<file path="src/rtl/m7fta_pkg.sv">
// Shared types and constants for the mode 7 floor texel address block.
`timescale 1ns / 1ps
package m7fta_pkg;

    localparam int NUM_REGS = 8;

    typedef enum logic [2:0] {
        REG_FAR_LEFT_X   = 3'd0,
        REG_FAR_LEFT_Y   = 3'd1,
        REG_NEAR_LEFT_X  = 3'd2,
        REG_NEAR_LEFT_Y  = 3'd3,
        REG_FAR_RIGHT_X  = 3'd4,
        REG_FAR_RIGHT_Y  = 3'd5,
        REG_NEAR_RIGHT_X = 3'd6,
        REG_NEAR_RIGHT_Y = 3'd7
    } reg_idx_t;

    // Classified item handed from front to back
    typedef struct packed {
        logic [8:0]        screen_x;
        logic [7:0]        ground_row;
        logic signed [7:0] sky_row;
        logic [7:0]        row;
        logic              zero_row;
    } front_item_t;

    // Finished result
    typedef struct packed {
        logic [8:0]        screen_x;
        logic [7:0]        ground_row;
        logic signed [7:0] sky_row;
        logic [16:0]       texel_index;
        logic              texel_valid;
    } result_t;

endpackage

</file>
<file path="src/rtl/m7fta_queue.sv">
// Two-entry queue between front and back.
`timescale 1ns / 1ps
module m7fta_queue
    import m7fta_pkg::*;
(
    input  logic        clk,
    input  logic        rst_n,
    input  logic        in_valid,
    output logic        in_ready,
    input  front_item_t in_item,
    output logic        out_valid,
    input  logic        out_ready,
    output front_item_t out_item
);

    front_item_t mem_reg [2];
    logic        wr_ptr_reg, rd_ptr_reg;
    logic [1:0]  count_reg;
    logic        push, pop;

    assign in_ready  = (count_reg != 2'd2);
    assign out_valid = (count_reg != 2'd0);
    assign out_item  = mem_reg[rd_ptr_reg];
    assign push      = in_valid && in_ready;
    assign pop       = out_valid && out_ready;

    // Advance pointers and count
    always_ff @(posedge clk or negedge rst_n)
    begin
        if (!rst_n)
        begin
            wr_ptr_reg <= 1'b0;
            rd_ptr_reg <= 1'b0;
            count_reg  <= 2'd0;
        end
        else
        begin
            if (push) wr_ptr_reg <= !wr_ptr_reg;
            if (pop)  rd_ptr_reg <= !rd_ptr_reg;
            count_reg <= count_reg + 2'(push) - 2'(pop);
        end
    end

    always_ff @(posedge clk)
    begin
        if (push)
        begin
            mem_reg[wr_ptr_reg] <= in_item;
        end
    end

endmodule

</file>
<file path="config.mk">
export PLATFORM = sky130hd
export DESIGN_NAME = m7fta_queue
export DESIGN_NICKNAME = d
export VERILOG_FILES = /design/src/rtl/m7fta_pkg.sv /design/src/rtl/m7fta_queue.sv
export SDC_FILE = /design/constraint.sdc
export NUM_CORES = 1
export LEC_CHECK = 0
export CAP_MARGIN = 20
export CORE_ASPECT_RATIO = 0.8
export CORE_UTILIZATION = 61
export DETAILED_ROUTE_END_ITERATION = 12
export DONT_BUFFER_PORTS = 1
export MAX_ROUTING_LAYER = met4
export PLACE_DENSITY_LB_ADDON = 0.12
export SYNTH_ARGS = -nofsm -noshare
export SYNTH_HDL_FRONTEND = slang
export SYNTH_SLANG_ARGS = --single-unit
</file>
<file path="constraint.sdc">
create_clock -name clk -period 2.8 [get_ports clk]
set_clock_uncertainty 0.1 [all_clocks]
set_input_delay 0.56 -clock clk [delete_from_list [all_inputs] [get_ports clk]]
set_output_delay 0.56 -clock clk [all_outputs]
set_load 0.05 [all_outputs]
</file>
==> flow_metrics.env <==
export IMPL_detailedPlace_worstSlack_ns=0.816
export IMPL_initial_core_util_pct=63.7
export IMPL_wl_mm=3.80
export IMPL_cts_buffer_depth=2
export IMPL_critPathLaunchType="flip-flop"
export IMPL_rows=21
export IMPL_drv_cap=0
export IMPL_critical_path_buf_inv_count=1
export IMPL_period_share_pct=75.7
export IMPL_ys_seq_elements=72
export IMPL_cpLargestDelayFamily="multiplexers"
export IMPL_required_ns=2.14
export IMPL_finalSetupViolCount=0
export IMPL_cts_clk_slew_worst_paths_ns=0.06
export IMPL_yosys_top_cells_area="edfxtp_1, mux2_2, dfrtp_1"
export IMPL_placed_area_mm2=0.00277
export IMPL_clk_latency_ns=0.32
export IMPL_numCtsBuffers=9
export IMPL_port_buffers=0
export IMPL_crit_path_end_kind="output port"
export IMPL_crit_cells=2
export IMPL_crit_fanout=20
export IMPL_synthesis_area_mm2=0.00268
export IMPL_core_area_mm2=0.00420
export IMPL_slew_headroom_pct=50.5
export IMPL_viasPerCell=5.49
export IMPL_netlist_instances=128
export IMPL_yosysWarnings=0
export IMPL_numPlacedInstances=185
export IMPL_die_area_mm2=0.00466
export IMPL_yosysSeqAreaShare_pct=80.0
export IMPL_grt_max_degree=35
export IMPL_h_tree_depth=3
export IMPL_first_iter_violations=49
export IMPL_design_area_mm2=0.00296
export IMPL_synthArstFlopShare_pct=5.56
export IMPL_track_usage_pct=18.2
export IMPL_r2r_setup_slack_ns=0.84
export IMPL_die_x_um=76.1
export IMPL_r2r_end="mem_reg[1][29]"
export IMPL_worst_slew_pin_slew_ns=0.743
export IMPL_yosysMostFrequentCell="edfxtp_1"
export IMPL_fin_nets=179
export IMPL_tns_ns=0
export IMPL_grt_pass1_vias=1165
export IMPL_ant_nets=0
export IMPL_timing_fmax_ghz=0.472
export IMPL_cts_tree="yes"
export IMPL_place_hpwl_mm=2.60
export IMPL_fin_ws_ns=0.680
export IMPL_wire_per_inst_um=18.8
export IMPL_ys_flop_type="edfxtp_1"
export IMPL_synth_nets=167
export IMPL_hp_class="primary input to flip-flop"
export IMPL_rsz0062_at_grt="false"
export IMPL_clock_sinks=72
export IMPL_root_buffer="clkbuf_8"
export IMPL_drv_slew=0
export IMPL_synth_top_area_share_pct=76.2
export IMPL_drc=0
export IMPL_nFillCells=271
export IMPL_crit_path_end="out_item[33]"
export IMPL_hold_violations=0
export IMPL_period_minus_slack_ns=2.12
export IMPL_critPathLaunch="rd_ptr_reg"
export IMPL_layout_drive_gt1_share_pct=38.6
export IMPL_largest_reg_flops=68
export IMPL_r2r_start="count_reg[0]"
export IMPL_synth_edff_count=68
export IMPL_status="complete, no violations"
export IMPL_die_y_um=61.3
export IMPL_arrival_ns=1.46
export IMPL_synth_common_cells="edfxtp_1, mux2_2, buf_2, dfrtp_1"
export IMPL_synth_top_area_cell="edfxtp_1"
export IMPL_cts_resized=0
export IMPL_place_gp_congestion=0.691
export IMPL_synthToLayoutAreaGrowth_pct=10.4
export IMPL_critPathKind="flip-flop to output port"
export IMPL_ioPinCount=74
export IMPL_worstPathCellList="buf_4 -> mux2_2"
export IMPL_grt_overflow_total=0
export IMPL_crit_path_max_incr_delay_ns=0.51
export IMPL_cp_slowest_cell="mux2_2"
export IMPL_syn_area_per_cell_um2=20.9
export IMPL_r2r_cells=3
export IMPL_dr_pass1_iters=3
export IMPL_vias=1108
export IMPL_synth_cell_types=17
export IMPL_antennaDiodeCount=0
export IMPL_fin_cells=202
export IMPL_antenna_found_initial=0
export IMPL_grt_pass1_wl_mm=5.51
[layout by cell type (no fill, tap or decap), drive strengths merged]
master and count:
a311oi 1, dlygate4sd3 1, buf 4, and2b 1
or2 1, nand3 1, nor2 3, clkinv 4
o21ai 1, o21ba 1, bufinv 1, and4bb 1
and3 1, ha 1, edfxtp 68, dfrtp 4
nand2b 1, clkbuf 11, nand2 2, xnor2 3
mux2 34
[how the worst min path moves through the flow]
stage | start | end | cells after the start
2_1_floorplan | rst_n | count_reg[0] | 0
3_3_place_gp | rst_n | wr_ptr_reg | 0
3_5_place_dp | rst_n | wr_ptr_reg | 0
4_1_cts | in_item[5] | mem_reg[0][5] | 0
5_1_grt | in_item[7] | mem_reg[0][7] | 0
6_report | in_item[24] | mem_reg[1][24] | 0
[kinds of logic (layout without fill, tap and decap cells)]
family	Yosys count	in the layout	share of synthesized area (%)
AOI/OAI and AO/OA	3	3	1.12
xor gates and xnor gates	3	3	0.981
adders and majority gates	1	1	0.467
buffers and inverters	4	21	0.747
DFF	72	72	80.0
muxes	34	34	14.3
and+or+nand+nor	11	11	2.43
[per-stage QoR]
step	hold WS, ns	util, %
after global placement	0.165	65.8
after global routing	0.192	70.3
after detailed placement	0.165	65.8
after floorplan	0.164	-
final	0.225	70.3
after CTS	0.202	70.3
[layout make-up]
class	instances	area [um^2]	share of cell area, %
clock inverter	5	47.5	1.61
multi-input combinational	52	524	17.7
tap	57	71.3	2.41
timing repair buffer	5	40.0	1.35
clock buffer	11	131	4.44
sequential	72	2140	72.5
[layer usage]
metal | track usage [%] | up-vias | wire length (um)
met5 | - | - | 0
met4 | 7.42 | 0 | 13
met3 | 10.4 | 2 | 367
met2 | 30.6 | 50 | 2030
met1 | 17.7 | 532 | 1390
li1 | - | 524 | -
[timing repair]
item | CTS | global route
endpoints found under the hold margin | 4 | 0
hold buffers | 1 | 0
setup buffers | 0 | 0
Power is left out: the tool's default activity adds up to more than one toggle a clock period on the data nets, which glitch-free logic cannot reach.
