[src/rtl/m7fta_pkg.sv]
// Shared types and constants for the mode 7 floor texel address block.
`timescale 1ns / 1ps
package m7fta_pkg;

    localparam int NUM_REGS = 8;

    typedef enum logic [2:0] {
        REG_FAR_LEFT_X   = 3'd0,
        REG_FAR_LEFT_Y   = 3'd1,
        REG_NEAR_LEFT_X  = 3'd2,
        REG_NEAR_LEFT_Y  = 3'd3,
        REG_FAR_RIGHT_X  = 3'd4,
        REG_FAR_RIGHT_Y  = 3'd5,
        REG_NEAR_RIGHT_X = 3'd6,
        REG_NEAR_RIGHT_Y = 3'd7
    } reg_idx_t;

    // Classified item handed from front to back
    typedef struct packed {
        logic [8:0]        screen_x;
        logic [7:0]        ground_row;
        logic signed [7:0] sky_row;
        logic [7:0]        row;
        logic              zero_row;
    } front_item_t;

    // Finished result
    typedef struct packed {
        logic [8:0]        screen_x;
        logic [7:0]        ground_row;
        logic signed [7:0] sky_row;
        logic [16:0]       texel_index;
        logic              texel_valid;
    } result_t;

endpackage

[src/rtl/m7fta_front.sv]
// Front stage: accept pixel words, compute screen rows and flag zero rows.
`timescale 1ns / 1ps
module m7fta_front
    import m7fta_pkg::*;
#(
    parameter int HROW = 80
)
(
    input  logic        clk,
    input  logic        rst_n,
    input  logic        in_valid,
    output logic        in_ready,
    input  logic [8:0]  pixel_x,
    input  logic [7:0]  row_index,
    output logic        out_valid,
    input  logic        out_ready,
    output front_item_t out_item
);

    localparam logic [7:0] HROW8 = 8'(HROW);

    logic        valid_reg;
    front_item_t item_reg;

    assign in_ready  = !valid_reg || out_ready;
    assign out_valid = valid_reg;
    assign out_item  = item_reg;

    // Hold until the queue takes the word
    always_ff @(posedge clk or negedge rst_n)
    begin
        if (!rst_n)
        begin
            valid_reg <= 1'b0;
        end
        else if (in_ready)
        begin
            valid_reg <= in_valid;
        end
    end

    always_ff @(posedge clk)
    begin
        if (in_ready && in_valid)
        begin
            item_reg.screen_x   <= pixel_x;
            item_reg.ground_row <= HROW8 + row_index;
            item_reg.sky_row    <= HROW8 - row_index;
            item_reg.row        <= row_index;
            item_reg.zero_row   <= (row_index == 8'd0);
        end
    end

endmodule

[config.mk]
export PLATFORM = sky130hd
export DESIGN_NAME = m7fta_front
export DESIGN_NICKNAME = d
export VERILOG_FILES = /design/src/rtl/m7fta_pkg.sv /design/src/rtl/m7fta_front.sv
export SDC_FILE = /design/constraint.sdc
export NUM_CORES = 1
export LEC_CHECK = 0
export CORE_UTILIZATION = 30
export CTS_CLUSTER_SIZE = 28
export DETAILED_ROUTE_END_ITERATION = 8
export DONT_BUFFER_PORTS = 1
export PLACE_DENSITY_LB_ADDON = 0.15
export SYNTH_ARGS = -nofsm -noshare
export SYNTH_HDL_FRONTEND = slang
export SYNTH_SLANG_ARGS = --single-unit
[constraint.sdc]
create_clock -name clk -period 1.5 [get_ports clk]
set_input_delay 0.3 -clock clk [delete_from_list [all_inputs] [get_ports clk]]
set_output_delay 0.3 -clock clk [all_outputs]
set_load 0.005 [all_outputs]
==> impl_results.md, run 1 <==
- Yosys top cell area share: roughly three quarters
- IO Pins: 57
- Setup_tns: 0 ps
- H-tree lvl count: 2
- Worst skew pair latency: 270 ps
- Hold WS: around 120 ps
- Vias in the first global route: approximately 520
- Cell family with most CP delay: flip-flops
- Post-CTS Hold Fix Bufs: 1
- Hold WC Path Type: primary input to flop
- CTS tree: yes
- Mapped Avg Cell Area: 18.4 sq um
- Drt first pass iters: 4
- CP Cell Sequence: nand2b_1, and2_2, buf_12
- Cell type with the largest total area after synthesis: edfxtp_1
- Num rows: 22
- Chip height: 63.6 um
- Final setup vio count: 0
- Unrepaired setup endpoints after global routing: no
- Via count: 513
- Routed Antenna Nets: 0
- Post-synth top cells: edfxtp_1, xnor2_1, buf_4
- Slew Viols, Final: 0
- Pwr Density: between 1000 and 1500 nW/um^2
- Slew headroom: 82.1%
- Clk_skew: 5.25 ps
- CP Data Required Time: between 1000 and 1500 ps
- Core Area: between 3000 and 4000 sq um
- F_max: 824 MHz
- First-pass GRT wire length: 2900 um
- Critical path buffers and inverters: 1
- Initial antenna violation count: 0
- Clock Tree Root: clkbuf_8
- Count of final hold-check violations: 0
- Startpoint class of the critical path: flop
- CP Capture Type: flop
- Detailed Place HPWL: around 1300 um
- WP data arrival: 1180 ps
- Final instance area: roughly 1300 sq um
- EDFF count, synth: 29
- Synth Instances: just over 60
- Leakage: roughly 0.00043 uW
- Crit path kind: flop to flop
- Synthesis-to-finish area growth: 11.4%
- Max Cap Viol: 0
- Asr flop ratio synth: 3.33%
- Avg Vias per Cell: 4.50
- CTS Buf Count: 5
- Synth unique cells: 16
- Top-count cell post-synth: edfxtp_1
- Max clock buf depth: 2
- Peak fanout along the critical path: 29
- Die Footprint: 4050 sq um
- Peak supply drop: roughly 0.00043 V
- Num Clock Sinks: 30
- Placed cells: 106
- Fraction of layout cells with a size suffix above 1: 12.1%
- Synthesized Nets: slightly below 90
- Sequential share of the synthesized area: 78.6%
- Final period utilization: 80.9%
- Synth Register Bits: 30
- Diodes inserted: 0
- Synthesized area: ~1100 sq um
- Synth Flop Type: edfxtp_1
- Gr usage total: a little over 10%
- Min Tclk post-route: between 1000 and 1500 ps
- Final non-filler cell total: 114
- RePlAce Congestion: about 0.65
- Avg WL per Cell: 16.2 um
- Status: completed
- Total Nets Final: 91
- Post-CTS sizing: 0
- Drt first-iter violations: 39
- Worst Max-Slew Pin Slew: 265 ps
- CTS clock-pin slew for the worst setup and hold paths: 60 ps
- GRT Residual Overflow: 0
- Starting Density: 31.1%
- Post-DP Area: 1180 sq um
- Pin count of the biggest net entering global routing: 30
- IO buf count: 0
- Top cells by area, synth: edfxtp_1, xnor2_1, ha_1
- CP max-delay cell: dfrtp_1
- # DRC: 0
- Crit-path max cell delay: slightly below 400 ps
- Post-Route WL: roughly 1800 um
- YS warnings: 0
- Die W: 63.6 um
- Setup Fix Bufs, Post-CTS: 0
## where the power goes
group | switching [uW] | total [uW] | internal, uW | leakage (uW)
clock | 263 | 581 | 318 | 0.0000383
sequential | 27.8 | 1010 | 986 | 0.000287
combinational | 41.3 | 76.2 | 34.8 | 0.000101
total | 332 | 1670 | 1340 | 0.000427
## flip-flops by register name (all words and copies together) (netlist names)
signal and cells:
out_item 29, out_valid 1
## kinds of logic after synthesis
group | count (synthesis) | synth area share [%]
AND/OR/NAND/NOR | 7 | 3.51
flip-flops | 30 | 78.6
buffers and inverters | 9 | 4.61
XOR/XNOR | 8 | 6.15
adder cells (fa/ha/maj) | 4 | 4.39
AO/OA/AOI/OAI | 4 | 2.74
## per-layer routing
layer  up-vias  global-route usage, %  share of wire, %
met5         -                      0                 0
met4         0                   5.97               2.6
met3         7                   8.15                13
met2        44                   13.0                41
met1       237                   11.9                43
li1        225                      -                 -
## layout make-up
class	count	area, sq um
clock buffers	7	76.3
fillers	347	2390
inverters	4	15.0
multi-input cells	23	193
flip-flops and latches	30	896
well taps	48	60.1
repair buffers	2	30.0
## through the flow
step	util, %	total power (uW)	setup WS (ps)
6_report	34.7	1670	287
5_1_grt	34.7	1750	208
4_1_cts	34.7	1710	279
3_5_place_dp	32.3	1110	286
3_3_place_gp	32.3	1110	293
2_1_floorplan	-	1090	167
## worst paths after layout
kind / from / end / slack [ps] / cells after the start
min in group asynchronous: rst_n / out_valid / 240 / 1
min: row_index[1] / out_item[18] / 120 / 0
max reg2reg: out_valid / out_item[23] / 290 / 3
max in group asynchronous: rst_n / out_valid / 1160 / 1
max: out_valid / out_item[23] / 290 / 3
min reg2reg: out_valid / out_valid / 590 / 2
## placed cells by master, fill, tap and decap left out, types with 2 or more instances in the layout
master and n:
xnor2_1 8, clkbuf_1 2, nand2b_1 2, ha_1 4, clkbuf_8 5, inv_1 4, edfxtp_1 29
Note: power is estimated with default switching activity, not from simulation.
==> inputs of run 2 (changes only) <==
==> constraint.sdc (replaced) <==
create_clock -name clk -period 1.06 [get_ports clk]
set_input_delay 0.212 -clock clk [delete_from_list [all_inputs] [get_ports clk]]
set_output_delay 0.212 -clock clk [all_outputs]
set_load 0.005 [all_outputs]
==> run 2 against run 1 <==
- the run now ends with setup timing left
- critical path type unchanged
- worst hold slack lost 91 ps
- combinational power grew 85%
- via count grew 1.4%
- clock-buffer cell count shrank 1
- maximum frequency grew 9.6%
- worst setup slack lost 330 ps
- die area is the same
- flip-flop and latch count is the same
- register-to-register slack lost 330 ps
- final cell count grew 5.3%
==> impl_results.md, run 2 (same netlist as run 1, synthesis figures left out) <==
- CP max-delay cell: dfrtp_1
- Critical path buffers and inverters: 1
- Die Footprint: 4050 sq um
- Avg Vias per Cell: 4.33
- Final non-filler cell total: between 100 and 150
- Core Area: about 3700 sq um
- Worst skew pair latency: ~270 ps
- Pin count of the biggest net entering global routing: 12
- RePlAce Congestion: 0.658
- CTS tree: yes
- Post-CTS sizing: 0
- Setup ws final: -47.2 ps
- Count of final hold-check violations: 0
- Final core utilization: 36.6%
- Cell family with most CP delay: flip-flops
- Post-Route WL: 1880 um
- IO buf count: 0
- Setup_tns: -1140 ps
- Slew Viols, Final: 0
- Setup Fix Bufs, Post-CTS: 0
- Fraction of layout cells with a size suffix above 1: between 10% and 20%
- Startpoint class of the critical path: flop
- Clk_skew: 4.39 ps
- Initial antenna violation count: 0
- Hold WC Path Type: primary input to flop
- Min Tclk post-route: 1110 ps
- GRT Residual Overflow: 0
- # DRC: 0
- Total Nets Final: 96
- Peak supply drop: 0.000640 V
- Detailed Place HPWL: 1400 um
- CP Capture Type: flop
- Die W: 63.6 um
- IO Pins: 57
- F_max: 903 MHz
- CP Cell Sequence: nand2b_1, and2_4, buf_12
- Dpl ws: -63.7 ps
- Max reg flops: 29
- CTS clock-pin slew for the worst setup and hold paths: 60 ps
- Unrepaired setup endpoints after global routing: yes
- Routed Antenna Nets: 0
- Avg WL per Cell: 15.6 um
- Via count: 520
- Starting Density: 31.1%
- Chip height: 63.6 um
- First-pass GRT wire length: 2790 um
- Vias in the first global route: 527
- CP Data Required Time: 1050 ps
- Status: finished, violations left
- Slew headroom: approximately 81%
- Diodes inserted: 0
- H-tree lvl count: 2
- Drt first-iter violations: 26
- Max Cap Viol: 0
- Clock Tree Root: clkbuf_8
- Leakage: 0.000464 uW
- Placed cells: 111
- Synthesis-to-finish area growth: 17.5%
- Worst Max-Slew Pin Slew: 282 ps
- Most frequent cells in the layout: edfxtp_1, xnor2_1, clkbuf_8
- CTS Buf Count: 5
- Peak fanout along the critical path: 11
- Max clock buf depth: 2
- Most common cell after layout, fill and taps aside: edfxtp_1
- Num Clock Sinks: 30
- WP data arrival: 1090 ps
- Crit path kind: flop to flop
- Final period utilization: 104%
- Crit-path max cell delay: 380 ps
- Pwr Density: ~1800 nW/um^2
- Gr usage total: 10.1%
- Drt first pass iters: 4
- Final setup vio count: 30
- Failing checks: setup timing
- Num rows: 22
==> run 2: through the flow <==
stage               instance area [sq um]  total power (uW)  hold slack (ps)
global placement                     1250              1600            -83.6
floorplan                            1140              1540            -83.6
finish                               1340              2420             28.5
CTS                                  1340              2460             17.0
global route                         1340              2530             6.14
detailed placement                   1250              1600            -83.6
==> run 2: repair_timing <==
item,4_1_cts,5_1_grt
hold buffers,1,0
hold endpoints to repair,1,0
setup endpoints to repair,30,30
pin swaps,0,1
==> run 2: path summary, 6_finish.rpt <==
kind | start | to | slack, ps | depth (start not counted)
setup / recovery | out_valid | out_item[30] | -50 | 3
hold / removal | row_index[5] | out_item[6] | 30 | 0
setup reg to reg | out_valid | out_item[30] | -50 | 3
hold reg to reg | out_valid | out_valid | 660 | 3
max in group asynchronous | rst_n | out_valid | 810 | 1
min in group asynchronous | rst_n | out_valid | 150 | 1
==> run 2: layer usage <==
metal | track usage (%) | wire length (um) | up-vias | share of wire (%)
met4 | 8.52 | 60 | 0 | 3.2
li1 | - | - | 236 | -
met3 | 6.88 | 241 | 8 | 13
met1 | 9.73 | 692 | 235 | 37
met2 | 14.6 | 880 | 41 | 47
met5 | 0 | 0 | - | 0
==> run 2: worst reg2reg max path, stage by stage, from the launching register on <==
cell and delay (ps):
dfrtp_1 380, nand2b_1 100, and2_4 210, buf_12 140
==> run 2: layout make-up <==
| class | count | area (sq um) |
|---|---|---|
| Clock buffer | 6 | 72.6 |
| Clock inverter | 2 | 8.76 |
| Fill cell | 338 | 2320 |
| Inverter | 4 | 15.0 |
| Multi-Input combinational cell | 23 | 194 |
| Sequential cell | 30 | 896 |
| Tap cell | 48 | 60.1 |
| Timing Repair Buffer | 7 | 92.6 |
==> run 2: power breakdown <==
group	switching [uW]	internal [uW]	leakage (uW)	total, uW
Sequential	39.6	1390	0.000287	1430
Combinational	63.0	78.1	0.000134	141
Clock	391	450	0.0000426	841
==> inputs of run 3 (changes only) <==
--- a/config.mk
+++ b/config.mk
@@ -9,6 +9,7 @@
 export CTS_CLUSTER_SIZE = 28
 export DETAILED_ROUTE_END_ITERATION = 8
 export DONT_BUFFER_PORTS = 1
+export HOLD_SLACK_MARGIN = 0.12
 export PLACE_DENSITY_LB_ADDON = 0.15
 export SYNTH_ARGS = -nofsm -noshare
 export SYNTH_HDL_FRONTEND = slang
==> run 3 against run 2 <==
- the flow still finishes with violations (setup timing)
- sequential share of layout area shrank 8.7 points
- clock power barely moved
- core utilization grew 5.5 points
- critical path depth unchanged
- wire length up 8.5%
- total power is 2.6% higher
- clock-buffer cell count unchanged
- worst hold slack improved by 100 ps
- combinational power grew 44%
- critical path type unchanged
==> impl_results.md, run 3 (same netlist as run 1, synthesis figures left out) <==
- Status: finished, violations left
- Failing checks: setup timing
- Starting Density: 31.1%
- # DRC: 0
- Sequential Power Share: 57.8%
- Avg Vias per Cell: 4.19
- Unrepaired setup endpoints after global routing: yes
- Peak fanout along the critical path: 11
- CTS clock-pin slew for the worst setup and hold paths: 60 ps
- Num rows: 22
- Slew Viols, Final: 0
- IO Pins: 57
- H-tree lvl count: 2
- Worst Max-Slew Pin Slew: 279 ps
- Final setup vio count: 30
- Setup ws final: -43.0 ps
- Routed Antenna Nets: 0
- Leakage: approximately 0.00055 uW
- Most frequent cells in the layout: edfxtp_1, dlygate4sd3_1, xnor2_1
- Core Area: about 3700 sq um
- Share of total power in combinational logic: 8.2%
- Slew headroom: 81.1%
- Pin count of the biggest net entering global routing: 12
- CTS Buf Count: 5
- GRT Residual Overflow: 0
- Sw Ratio: 20.5%
- F_max: 907 MHz
- Die Footprint: 4050 sq um
- Via count: 587
- Fraction of layout cells with a size suffix above 1: 15.2%
- Diodes inserted: 0
- Overall Power: 2480 uW
- Drt first-iter violations: 39
- Register Area: 896 sq um
- Synthesis-to-finish area growth: 35.0%
- Total Nets Final: 116
- Max reg flops: 29
- Internal: 1970 uW
- CTS tree: yes
- IO buf count: 0
- Detailed Place HPWL: 1400 um
- Clock Tree Root: clkbuf_8
- Most common cell after layout, fill and taps aside: edfxtp_1
- CP Data Required Time: 1050 ps
- Gr usage total: 11.0%
- Max clock buf depth: 2
- Clk_skew: 5.13 ps
- Num Clock Sinks: 30
- Pwr Density: 1610 nW/um^2
- Fillers: 334
- Drt first pass iters: 4
- Dpl ws: -63.7 ps
- Crit path kind: flop to flop
- Peak supply drop: 0.000724 V
- Worst skew pair latency: 280 ps
- Post-Route WL: 2030 um
- Placed cells: 111
- Clock power frac: 34.0%
- Avg WL per Cell: 14.5 um
- Max Cap Viol: 0
- Die W: 63.6 um
- Vias in the first global route: 623
- Initial antenna violation count: 0
- First-pass GRT wire length: 3100 um
- Final non-filler cell total: 140
- Hold WC Path Type: primary input to flop
- Startpoint class of the critical path: flop
- WP data arrival: 1090 ps
- CP Capture Type: flop
- NetSw: 509 uW
- Area of the multi-input gates: 194 sq um
- Min Tclk post-route: 1100 ps
- Final period utilization: 104%
- RePlAce Congestion: 0.658
- Count of final hold-check violations: 0
- Chip height: around 64 um
-- run 3: worst max-delay path, cell delays in order, from the launching register on --
cell,delay (ps)
dfrtp_1,380
nand2b_1,100
and2_4,200
buf_12,140
-- run 3: power groups by stage --
stage	sequential (uW)	combinational [uW]	clock [uW]
6_report	1430	203	843
3_3_place_gp	1460	141	0
3_5_place_dp	1460	141	0
4_1_cts	1440	204	877
2_1_floorplan	1450	93.4	0
5_1_grt	1440	222	933
-- run 3: through the flow --
step	cell area (sq um)	setup TNS, ps	utilization (%)	hold slack [ps]
final	1540	-1020	42.0	130
after global routing	1540	-2710	42.0	125
after CTS	1530	-1290	41.8	122
after detailed placement	1250	-936	34.1	-83.6
after global placement	1250	-432	34.1	-83.6
after floorplan	1140	-2920	-	-83.6
-- run 3: final cells by class --
type | count | share of cell area (%)
Multi-Input combinational cell | 23 | 12.6
Tap cell | 48 | 3.90
Sequential cell | 30 | 58.2
Clock buffer | 6 | 4.72
Timing Repair Buffer | 27 | 19.0
Inverter | 4 | 0.976
Clock inverter | 2 | 0.569
-- run 3: path summary, 6_finish.rpt --
| kind | startpoint | end | slack [ps] | cells past startpoint |
|---|---|---|---|---|
| min in group asynchronous | rst_n | out_valid | 150 | 1 |
| hold reg to reg | out_valid | out_valid | 660 | 3 |
| max in group asynchronous | rst_n | out_valid | 810 | 1 |
| setup / recovery | out_valid | out_item[30] | -40 | 3 |
| hold / removal | row_index[7] | out_item[0] | 130 | 1 |
| setup reg to reg | out_valid | out_item[30] | -40 | 3 |
-- run 3: per-layer routing --
layer / GRT usage (%) / part of all wire (%) / vias up
li1: - / - / 277
met1: 11.6 / 40 / 263
met2: 16.9 / 48 / 40
met3: 5.07 / 9.2 / 7
met4: 8.52 / 2.7 / 0
met5: 0 / 0 / -
-- run 3: what timing repair did --
item,CTS,global route
setup endpoints to repair,30,30
pin swaps,0,0
endpoints found under the hold margin,21,1
gates resized for setup,0,0
hold buffers,20,1
setup buffers,0,0
